### src/rtl/sldf_pkg.sv
`default_nettype none

package sldf_pkg;

    localparam int BYTE_W     = 8;
    localparam int LEN_W      = 16;
    localparam int EVENT_W    = 3;
    localparam int CFG_IDX_W  = 1;
    localparam int CFG_DATA_W = 16;

    localparam logic [BYTE_W-1:0] SYNC_RESET    = 8'hAA;
    localparam logic [LEN_W-1:0]  MAX_LEN_RESET = 16'd256;

    // configuration register indexes
    localparam logic [CFG_IDX_W-1:0] CFG_SYNC_VALUE = 1'd0;
    localparam logic [CFG_IDX_W-1:0] CFG_MAX_LEN    = 1'd1;

    typedef enum logic [EVENT_W-1:0] {
        EV_NONE     = 3'd0,
        EV_DATA     = 3'd1,
        EV_GOOD     = 3'd2,
        EV_BAD      = 3'd3,
        EV_OVERSIZE = 3'd4
    } t_event;

    typedef struct packed {
        logic [BYTE_W-1:0] sync_value;
        logic [LEN_W-1:0]  max_payload_len;
    } t_cfg;

    typedef struct packed {
        t_event            ev_code;
        logic [BYTE_W-1:0] data_byte;
        logic [LEN_W-1:0]  payload_offset;
        logic [BYTE_W-1:0] frame_cmd;
        logic [LEN_W-1:0]  frame_len;
    } t_result;

endpackage

`default_nettype wire

### src/rtl/sldf_in_if.sv
`default_nettype none

interface sldf_in_if;
    import sldf_pkg::*;

    logic              valid;
    logic              ready;
    logic [BYTE_W-1:0] rx_byte;

    modport source (output valid, output rx_byte, input ready);
    modport sink   (input valid, input rx_byte, output ready);
endinterface

`default_nettype wire

### src/rtl/sldf_out_if.sv
`default_nettype none

interface sldf_out_if;
    import sldf_pkg::*;

    logic               valid;
    logic               ready;
    logic [EVENT_W-1:0] event_res;
    logic [BYTE_W-1:0]  data_byte;
    logic [LEN_W-1:0]   payload_offset;
    logic [BYTE_W-1:0]  frame_cmd;
    logic [LEN_W-1:0]   frame_len;

    modport source (output valid, output event_res, output data_byte,
                    output payload_offset, output frame_cmd, output frame_len,
                    input ready);
    modport sink   (input valid, input event_res, input data_byte,
                    input payload_offset, input frame_cmd, input frame_len,
                    output ready);
endinterface

`default_nettype wire

### src/rtl/sldf_fsm.sv
`default_nettype none

// Frame parser: holds frame state, computes the result of the current byte.
module sldf_fsm (
    input  logic                          i_clk,
    input  logic                          i_rst_n,
    input  logic                          i_step,
    input  logic [sldf_pkg::BYTE_W-1:0]   i_rx_byte,
    input  sldf_pkg::t_cfg                i_cfg,
    output sldf_pkg::t_result             o_res
);
    import sldf_pkg::*;

    typedef enum logic [2:0] {
        PH_HUNT    = 3'd0,
        PH_CMD     = 3'd1,
        PH_LEN_HI  = 3'd2,
        PH_LEN_LO  = 3'd3,
        PH_PAYLOAD = 3'd4,
        PH_CHECK   = 3'd5
    } t_phase;

    t_phase            r_phase, n_phase;
    logic [BYTE_W-1:0] r_cmd, n_cmd;
    logic [LEN_W-1:0]  r_len, n_len;
    logic [LEN_W-1:0]  r_idx, n_idx;
    logic [BYTE_W-1:0] r_xacc, n_xacc;

    logic [LEN_W:0]    off_inc;
    logic [LEN_W-1:0]  len_full;

    assign off_inc  = {1'b0, r_idx} + {{LEN_W{1'b0}}, 1'b1};
    // low length byte joins the high byte kept from the previous step
    assign len_full = {r_len[LEN_W-1:BYTE_W], i_rx_byte};

    always_comb begin
        n_phase = r_phase;
        n_cmd   = r_cmd;
        n_len   = r_len;
        n_idx   = r_idx;
        n_xacc  = r_xacc;
        o_res.ev_code        = EV_NONE;
        o_res.data_byte      = '0;
        o_res.payload_offset = '0;
        case (r_phase)
            PH_HUNT: begin
                if (i_rx_byte == i_cfg.sync_value) begin
                    n_phase = PH_CMD;
                    n_xacc  = '0;
                end
            end
            PH_CMD: begin
                n_cmd   = i_rx_byte;
                n_xacc  = r_xacc ^ i_rx_byte;
                n_phase = PH_LEN_HI;
            end
            PH_LEN_HI: begin
                n_len   = {i_rx_byte, {BYTE_W{1'b0}}};
                n_xacc  = r_xacc ^ i_rx_byte;
                n_phase = PH_LEN_LO;
            end
            PH_LEN_LO: begin
                n_len  = len_full;
                n_xacc = r_xacc ^ i_rx_byte;
                n_idx  = '0;
                if (len_full > i_cfg.max_payload_len) begin
                    o_res.ev_code = EV_OVERSIZE;
                    n_phase       = PH_HUNT;
                end else if (len_full == '0) begin
                    n_phase = PH_CHECK;
                end else begin
                    n_phase = PH_PAYLOAD;
                end
            end
            PH_PAYLOAD: begin
                o_res.ev_code        = EV_DATA;
                o_res.data_byte      = i_rx_byte;
                o_res.payload_offset = r_idx;
                n_xacc = r_xacc ^ i_rx_byte;
                n_idx  = off_inc[LEN_W-1:0];
                if (off_inc >= {1'b0, r_len}) begin
                    n_phase = PH_CHECK;
                end
            end
            PH_CHECK: begin
                o_res.ev_code = (i_rx_byte == r_xacc) ? EV_GOOD : EV_BAD;
                n_phase       = PH_HUNT;
            end
            default: begin
                n_phase = PH_HUNT;
            end
        endcase
        o_res.frame_cmd = n_cmd;
        o_res.frame_len = n_len;
    end

    always_ff @(posedge i_clk) begin
        if (!i_rst_n) begin
            r_phase <= PH_HUNT;
            r_cmd   <= '0;
            r_len   <= '0;
            r_idx   <= '0;
            r_xacc  <= '0;
        end else if (i_step) begin
            r_phase <= n_phase;
            r_cmd   <= n_cmd;
            r_len   <= n_len;
            r_idx   <= n_idx;
            r_xacc  <= n_xacc;
        end
    end

endmodule

`default_nettype wire

### src/rtl/sync_length_xor_deframer_core.sv
`default_nettype none

// Channel   Dir  Payload                                             Width
// i_in_ch   in   rx_byte                                             8
// o_out_ch  out  event_res, data_byte, payload_offset,               3+8+16
//                frame_cmd, frame_len                                +8+16
// i_cfg_*   in   we / idx (0 sync_value, 1 max_payload_len) / data   1/1/16
//
// One byte per cycle sustained while the output is not stalled; each byte passes
// the input register, then parser logic into the result register, before its
// result is offered on the output channel.
// Input ready drops only when both stages hold data and the output is stalled.
// Synchronous active-low reset clears frame state, stage valids and config
// (sync 0xAA, max length 256).
module sync_length_xor_deframer_core (
    input  logic                              i_clk,
    input  logic                              i_rst_n,
    sldf_in_if.sink                           i_in_ch,
    sldf_out_if.source                        o_out_ch,
    input  logic                              i_cfg_we,
    input  logic [sldf_pkg::CFG_IDX_W-1:0]    i_cfg_idx,
    input  logic [sldf_pkg::CFG_DATA_W-1:0]   i_cfg_data
);
    import sldf_pkg::*;

    t_cfg              r_cfg;
    logic              r_in_valid;
    logic [BYTE_W-1:0] r_in_byte;
    logic              r_out_valid;
    t_result           r_out;
    t_result           n_out;
    logic              advance;
    logic              step;

    assign advance        = !r_out_valid || o_out_ch.ready;
    assign step           = r_in_valid && advance;
    assign i_in_ch.ready  = !r_in_valid || advance;

    always_ff @(posedge i_clk) begin
        if (!i_rst_n) begin
            r_cfg.sync_value      <= SYNC_RESET;
            r_cfg.max_payload_len <= MAX_LEN_RESET;
        end else if (i_cfg_we) begin
            case (i_cfg_idx)
                CFG_SYNC_VALUE: r_cfg.sync_value      <= i_cfg_data[BYTE_W-1:0];
                CFG_MAX_LEN:    r_cfg.max_payload_len <= i_cfg_data[LEN_W-1:0];
                default: begin
                end
            endcase
        end
    end

    always_ff @(posedge i_clk) begin
        if (!i_rst_n) begin
            r_in_valid <= 1'b0;
        end else if (i_in_ch.ready) begin
            r_in_valid <= i_in_ch.valid;
        end
    end

    always_ff @(posedge i_clk) begin
        if (i_in_ch.ready && i_in_ch.valid) begin
            r_in_byte <= i_in_ch.rx_byte;
        end
    end

    sldf_fsm u_fsm (
        .i_clk     (i_clk),
        .i_rst_n   (i_rst_n),
        .i_step    (step),
        .i_rx_byte (r_in_byte),
        .i_cfg     (r_cfg),
        .o_res     (n_out)
    );

    always_ff @(posedge i_clk) begin
        if (!i_rst_n) begin
            r_out_valid <= 1'b0;
        end else if (advance) begin
            r_out_valid <= r_in_valid;
        end
    end

    always_ff @(posedge i_clk) begin
        if (step) begin
            r_out <= n_out;
        end
    end

    assign o_out_ch.valid          = r_out_valid;
    assign o_out_ch.event_res      = r_out.ev_code;
    assign o_out_ch.data_byte      = r_out.data_byte;
    assign o_out_ch.payload_offset = r_out.payload_offset;
    assign o_out_ch.frame_cmd      = r_out.frame_cmd;
    assign o_out_ch.frame_len      = r_out.frame_len;

endmodule

`default_nettype wire

### src/flat_wrapper.sv
// flat-port wrapper written by rule: the top's interface ports become plain ports
module sync_length_xor_deframer_core_flat import sldf_pkg::*;
  (i_clk, i_rst_n, i_cfg_we, i_cfg_idx, i_cfg_data, i_in_ch_valid, i_in_ch_rx_byte, i_in_ch_ready, o_out_ch_valid, o_out_ch_event_res, o_out_ch_data_byte, o_out_ch_payload_offset, o_out_ch_frame_cmd, o_out_ch_frame_len, o_out_ch_ready);
  sldf_in_if i_in_ch_i ();
  sldf_out_if o_out_ch_i ();
  input  logic i_clk;
  input  logic i_rst_n;
  input  logic i_cfg_we;
  input  logic [sldf_pkg::CFG_IDX_W-1:0] i_cfg_idx;
  input  logic [sldf_pkg::CFG_DATA_W-1:0] i_cfg_data;
  input wire logic [$bits(i_in_ch_i.valid)-1:0] i_in_ch_valid;
  input wire logic [$bits(i_in_ch_i.rx_byte)-1:0] i_in_ch_rx_byte;
  output wire logic [$bits(i_in_ch_i.ready)-1:0] i_in_ch_ready;
  output wire logic [$bits(o_out_ch_i.valid)-1:0] o_out_ch_valid;
  output wire logic [$bits(o_out_ch_i.event_res)-1:0] o_out_ch_event_res;
  output wire logic [$bits(o_out_ch_i.data_byte)-1:0] o_out_ch_data_byte;
  output wire logic [$bits(o_out_ch_i.payload_offset)-1:0] o_out_ch_payload_offset;
  output wire logic [$bits(o_out_ch_i.frame_cmd)-1:0] o_out_ch_frame_cmd;
  output wire logic [$bits(o_out_ch_i.frame_len)-1:0] o_out_ch_frame_len;
  input wire logic [$bits(o_out_ch_i.ready)-1:0] o_out_ch_ready;
  assign i_in_ch_i.valid = i_in_ch_valid;
  assign i_in_ch_i.rx_byte = i_in_ch_rx_byte;
  assign i_in_ch_ready = i_in_ch_i.ready;
  assign o_out_ch_valid = o_out_ch_i.valid;
  assign o_out_ch_event_res = o_out_ch_i.event_res;
  assign o_out_ch_data_byte = o_out_ch_i.data_byte;
  assign o_out_ch_payload_offset = o_out_ch_i.payload_offset;
  assign o_out_ch_frame_cmd = o_out_ch_i.frame_cmd;
  assign o_out_ch_frame_len = o_out_ch_i.frame_len;
  assign o_out_ch_i.ready = o_out_ch_ready;
  sync_length_xor_deframer_core u_core (.i_clk(i_clk), .i_rst_n(i_rst_n), .i_in_ch(i_in_ch_i), .o_out_ch(o_out_ch_i), .i_cfg_we(i_cfg_we), .i_cfg_idx(i_cfg_idx), .i_cfg_data(i_cfg_data));
endmodule
### config.mk
export PLATFORM = sky130hd
export DESIGN_NAME = sync_length_xor_deframer_core_flat
export DESIGN_NICKNAME = d
export VERILOG_FILES = /design/src/rtl/sldf_pkg.sv /design/src/rtl/sldf_in_if.sv /design/src/rtl/sldf_out_if.sv /design/src/rtl/sldf_fsm.sv /design/src/rtl/sync_length_xor_deframer_core.sv /design/src/flat_wrapper.sv
export SDC_FILE = /design/constraint.sdc
export NUM_CORES = 1
export LEC_CHECK = 0
export BUFFER_PORTS_ARGS = -buffer_cell sky130_fd_sc_hd__buf_2
export CORE_MARGIN = 4
export CORE_UTILIZATION = 52
export CTS_CLUSTER_SIZE = 30
export DETAILED_ROUTE_END_ITERATION = 10
export PLACE_DENSITY_LB_ADDON = 0.3
export SLEW_MARGIN = 5
export SYNTH_ARGS = -nofsm -noshare
export SYNTH_HDL_FRONTEND = slang
export SYNTH_SLANG_ARGS = --single-unit
### constraint.sdc
create_clock -name i_clk -period 3.1 [get_ports i_clk]
set_clock_uncertainty 0.2 [all_clocks]
set_input_delay 0.155 -clock i_clk [delete_from_list [all_inputs] [get_ports i_clk]]
set_output_delay 0.155 -clock i_clk [all_outputs]
set_load 0.1 [all_outputs]
# Word-level counts from Yosys, hierarchy flattened
# Index checks and enable logic that the tools add are counted.
# classes
muxes,13
n_lt_le_gt_ge,2
n_eq_ne,9
bitwise,2
add_sub_neg,1
n_reduce_logical,16
# op_table
operator,n
one-hot mux 16 bit (2 select lines),2
adder 16 x 1 -> 17 bit (second input constant),1
>= comparator 17 x 16 -> 1 bit,1
equality test 8 bit,2
greater-than comparator 16 bit,1
logical NOT 16 bit,1
two-way mux 8 bit,2
one-hot mux 8 bit (2 select lines),1
one-hot mux 3 bit (5 select lines),1
two-way mux 3 bit,4
one-hot mux 3 bit (3 select lines),1
bitwise XOR 8 bit,1
equality test 3 x 2 -> 1 bit (second input constant),2
equality test 3 bit (second input constant),2
AND reduction 2 bit,3
AND reduction 3 bit,2
!= test 2 bit (second input constant),2
nonzero test 2 bit,2
OR reduction 4 bit,1
equality test 3 x 1 -> 1 bit (second input constant),1
logical NOT 3 bit,1
logical AND 1 bit,2
logical NOT 1 bit,2
logical OR 1 bit,2
other kinds (2),3
# word_totals
wordCells,58
register_bits,136
out_inout_bits,53
input_bits,30

# Depth between registers and ports, before layout
# logic_depth
ltp_word,4
ltp_mapped,12
ltp_nobuf,12

# Modules after synthesis
# A second synthesis with hierarchy kept.
# hier_totals
hier_cells,705
hier_area_um2,6726.5
# by_module_without_submodules
module,cells_each,area_per_inst_um2,instances
sldf_fsm,530,3860.0,1
sync_length_xor_deframer_core,175,2866.5,1

# Worst setup path before layout
# No wires, ideal clock.
# synth_path
path_type,reg-to-reg
from,register u_core.r_out_valid (netlist: u_core.o_out_ch.valid)
to,register u_core.r_out (netlist bit u_core.o_out_ch.data_byte[0]) (enable)
arrival_time_ns,3.029
synth_period_minus_slack_ns,3.663
setup_ns,0.435
stages_incl_launch_ff,6
t_required_ns,2.465
setup_slack_ns,-0.563
cell_sequence,dfxtp_1 nor2b_1 nand2b_1 inv_1 clkbuf_1 buf_1
# synth_between
elab_chain_cells,3
# synth_rtl
element,line,rtl
from (decl),sync_length_xor_deframer_core.sv:29,logic r_out_valid;
from (signal assigned),sync_length_xor_deframer_core.sv:80,r_out_valid <= r_in_valid;
logical NOT 1 bit,sync_length_xor_deframer_core.sv:35,assign advance = !r_out_valid || o_out_ch.ready;
logical OR 1 bit,sync_length_xor_deframer_core.sv:35,
logical AND 1 bit,sync_length_xor_deframer_core.sv:36,assign step = r_in_valid && advance;
named net u_core.step,sync_length_xor_deframer_core.sv:33,logic step;
to (signal assigned),sync_length_xor_deframer_core.sv:86,r_out <= n_out;
to (decl),sync_length_xor_deframer_core.sv:30,t_result r_out;
# The timed path passes the listed nets, and every way through them passes these cells.
# A chain may end at the register's enable or synchronous reset.

# Worst setup path in the final report
# layout_path
from,register u_core.u_fsm.r_idx[1]
to,register u_core.u_fsm.r_phase[1]
# layout_between
elab_chain_cells,4
# layout_rtl
element,line,rtl
from (decl),sldf_fsm.sv:26,"logic [LEN_W-1:0] r_idx, n_idx;"
from (signal assigned),sldf_fsm.sv:108,r_idx <= n_idx;
adder 16 x 1 -> 17 bit,sldf_fsm.sv:32,"assign off_inc = {1'b0, r_idx} + {{LEN_W{1'b0}}, 1'b1};"
>= comparator 17 x 16 -> 1 bit,sldf_fsm.sv:81,"if (off_inc >= {1'b0, r_len}) begin"
!= test 2 bit (no line),-,
AND reduction 3 bit (no line),-,
to (signal assigned),sldf_fsm.sv:105,r_phase <= n_phase;
to (decl),sldf_fsm.sv:23,"t_phase r_phase, n_phase;"
# Every way passes these cells.

==> out/metrics.cfg <==
[job]
cap_violations=0

[timing]
period_share_pct=99.53
slew_viol_final=0
fmax_ghz=0.3241
setup_viol=0
setup_tns_ns=0
fin_crit_ns=3.086
hold_viol_final=0
slew_headroom_pct=40.50
rsz0062_at_grt=yes
tightest_slew_ns=0.8866
layout_setup_ws_ns=0.01442

[logic_synthesis]
synth_area_leader_cell=edfxtp_1
synth_seq_cells=136
ys.flop_type=dfxtp_1
yosysWarnings=0
synth_common_cells=nand2_1 (137), dfxtp_1 (77), a21oi_1 (74)
syn_avg_cell_area_um2=9.249
syn-num-nets=759
synth_cell_types=46
synth_seq_area_share_pct=51.47
synth.most_common_cell=nand2_1
synthArstFlopShare_pct=0
synth_area_leaders=edfxtp_1 (28%), dfxtp_1 (24%), nand2_1 (8.0%)
synth_edf_count=59
syn-cell-area_mm2=0.006437
synthCells=696
netlist.area_leader.share_pct=27.52

[worst_setup_path]
cp-end-kind=flip-flop
crit_path_frequent_cell=a31oi_4
path_cells=ha_4 -> nand3_4 -> nor3_4 -> nand4_1 -> xnor2_1 -> ha_1 -> a21o_1 -> a211o_1 -> a31oi_4 -> a31oi_4 -> mux2_4 -> o21a_1
cp_max_fo=4
arrival_ns=3.20
critPathMaxStageDelay_ns=0.37
slowest_stage=dfxtp_4
critPathLaunchType=flip-flop
critPathRequiredTime_ns=3.21
path_class=flip-flop to flip-flop

[routing]
via_per_inst=5.500
drc=0
drtIter0Drc=551
wl_um=16240
drtAntennaViolNets=0
wl_per_cell_um=16.02
via_count=5577
drtPass1Iterations=5

[cells_and_area]
fillCellCount=880
regArea_mm2=0.003334
areaGrowthSynthToFinish_pct=28.73
fin_util_pct=68.70
multi_input_area_mm2=0.002972
n_antenna_cell=0
drive_above_1_share_pct=22.34
final_area_mm2=0.008287
final_nets=896

[place]
place_ws_ns=-0.1096
gp_congestion=0.8732
place_area_mm2=0.007166
dpl.hpwl_um=10270
io_buffers=82

[clocking]
clockRootBuffer=clkbuf_16
cts_tree=done
clock_sinks=136
h-tree-depth=4
numCtsBuffers=17
cts_max_path_buffers=2
worstSkewPairLatency_ns=0.42
clk_pin_slew_worst_paths_ns=0.06

[global_routing]
overflow=0
grt_pass1_wl_um=26560
first_global_vias=5520
grt_max_degree=70
grt_use_total_pct=23.17
antenna_found_initial=0

[floorplan]
rows=40
die_x_um=119.3
initial_core_util_pct=53.37
core_area_mm2=0.01206
dieHeight_um=119.3
io_pins=83
dieArea_mm2=0.01422

[worst_hold_path]
hold_class=primary input to flip-flop

[power_and_ir_drop]
p_per_area_mw_per_mm2=534.9
irDropWorstVdd_mv=0.2831
p_leak_uw=0.003212

[status]
status=finished clean

timing repair:
action                                  in CTS  in global routing
hold endpoints to repair                    37                  0
hold buffers                                35                  0
endpoints found under the setup margin       3                  3
pin swaps                                    3                 16
gates resized for setup                      7                 21
setup buffers                                1                  9
layout make-up:
type                            count  area share [%]
Timing Repair Buffer              154           12.58
Inverter                           35           1.585
Clock inverter                     13           1.857
Tap cell                          168           2.537
Sequential cell                   136           40.24
Clock buffer                       19           5.345
Multi-Input combinational cell    489           35.86
flip-flops by register name (all words and copies together), names as in the netlist, 16 cells and up:
name and count:
u_core.u_fsm.r_len 16, u_core.o_out_ch.frame_len 16, u_core.o_out_ch.payload_offset 16, u_core.u_fsm.r_idx 16
u_core.r_cfg 24
critical path, delay by kind of cell (launching register included):
kind / cells / cell delay, ns
XOR/XNOR: 1 / 0.17
AO/OA/AOI/OAI: 5 / 0.95
flip-flops: 1 / 0.37
multiplexers: 1 / 0.32
adder cells (fa/ha/maj): 2 / 0.49
AND/OR/NAND/NOR: 3 / 0.48
layer usage:
layer  vias to the layer above  part of all wire, %  global-route usage, %
met5                         -                    0                      0
met1                      2626                   42                  29.17
li1                       2682                    -                      -
met2                       224                   48                  38.47
met4                         0                  2.5                  9.631
met3                        45                  6.8                  5.176
logic make-up after synthesis:
family / after synthesis / share of synthesized area [%]
AOI/OAI and AO/OA: 145 / 12.73
xor gates and xnor gates: 30 / 4.082
adders and majority gates: 33 / 6.414
buffers and inverters: 71 / 4.140
DFF: 136 / 51.47
muxes: 9 / 1.574
and+or+nand+nor: 272 / 19.59
cells in the final DEF (no fill, tap or decap), drive strengths merged, types with 2 or more instances in the layout:
cell / instances
nand2: 137
buf: 119
dfxtp: 77
a21oi: 74
edfxtp: 59
nor2: 43
o21ai: 37
dlygate4sd3: 35
inv: 34
ha: 33
and2: 27
xnor2: 20
clkbuf: 19
nand3: 12
nand4: 11
xor2: 10
mux2: 9
nand3b: 8
nor3: 8
nor4: 7
clkinv: 7
a22oi: 6
nand2b: 5
a21o: 5
o21a: 4
clkinvlp: 4
a31oi: 4
nor2b: 3
or3: 3
nor3b: 3
bufinv: 3
o31ai: 3
and3: 2
o211ai: 2
a211oi: 2
a31o: 2
stage by stage:
| step | power [uW] | instances | hold WS (ns) |
|---|---|---|---|
| floorplan | 2298 | 696 | 0.05387 |
| global placement | 2385 | 937 | 0.1315 |
| detailed placement | 2394 | 937 | 0.1355 |
| CTS | 4441 | 1005 | 0.02492 |
| global route | 4566 | 1014 | 0.08300 |
| finish | 4432 | 1014 | 0.04060 |
worst paths after layout:
path | startpoint | to | slack (ns) | cells past startpoint
setup / recovery | u_core.u_fsm.r_idx[1] | u_core.u_fsm.r_phase[1] | 0.01 | 12
hold / removal | i_cfg_we | u_core.r_cfg[22] | 0.04 | 4
setup reg to reg | u_core.u_fsm.r_idx[1] | u_core.u_fsm.r_phase[1] | 0.01 | 12
hold reg to reg | u_core.u_fsm.r_cmd[6] | u_core.u_fsm.r_cmd[6] | 0.25 | 2
power by group:
| group | internal, uW | leakage, uW | total, uW | switching (uW) |
|---|---|---|---|---|
| sequential | 1910 | 0.00119 | 1940 | 23.1 |
| clock | 1280 | 0.000285 | 2040 | 760 |
| combinational | 113 | 0.00174 | 458 | 345 |
No activity file was read; power rests on OpenSTA's default activity.
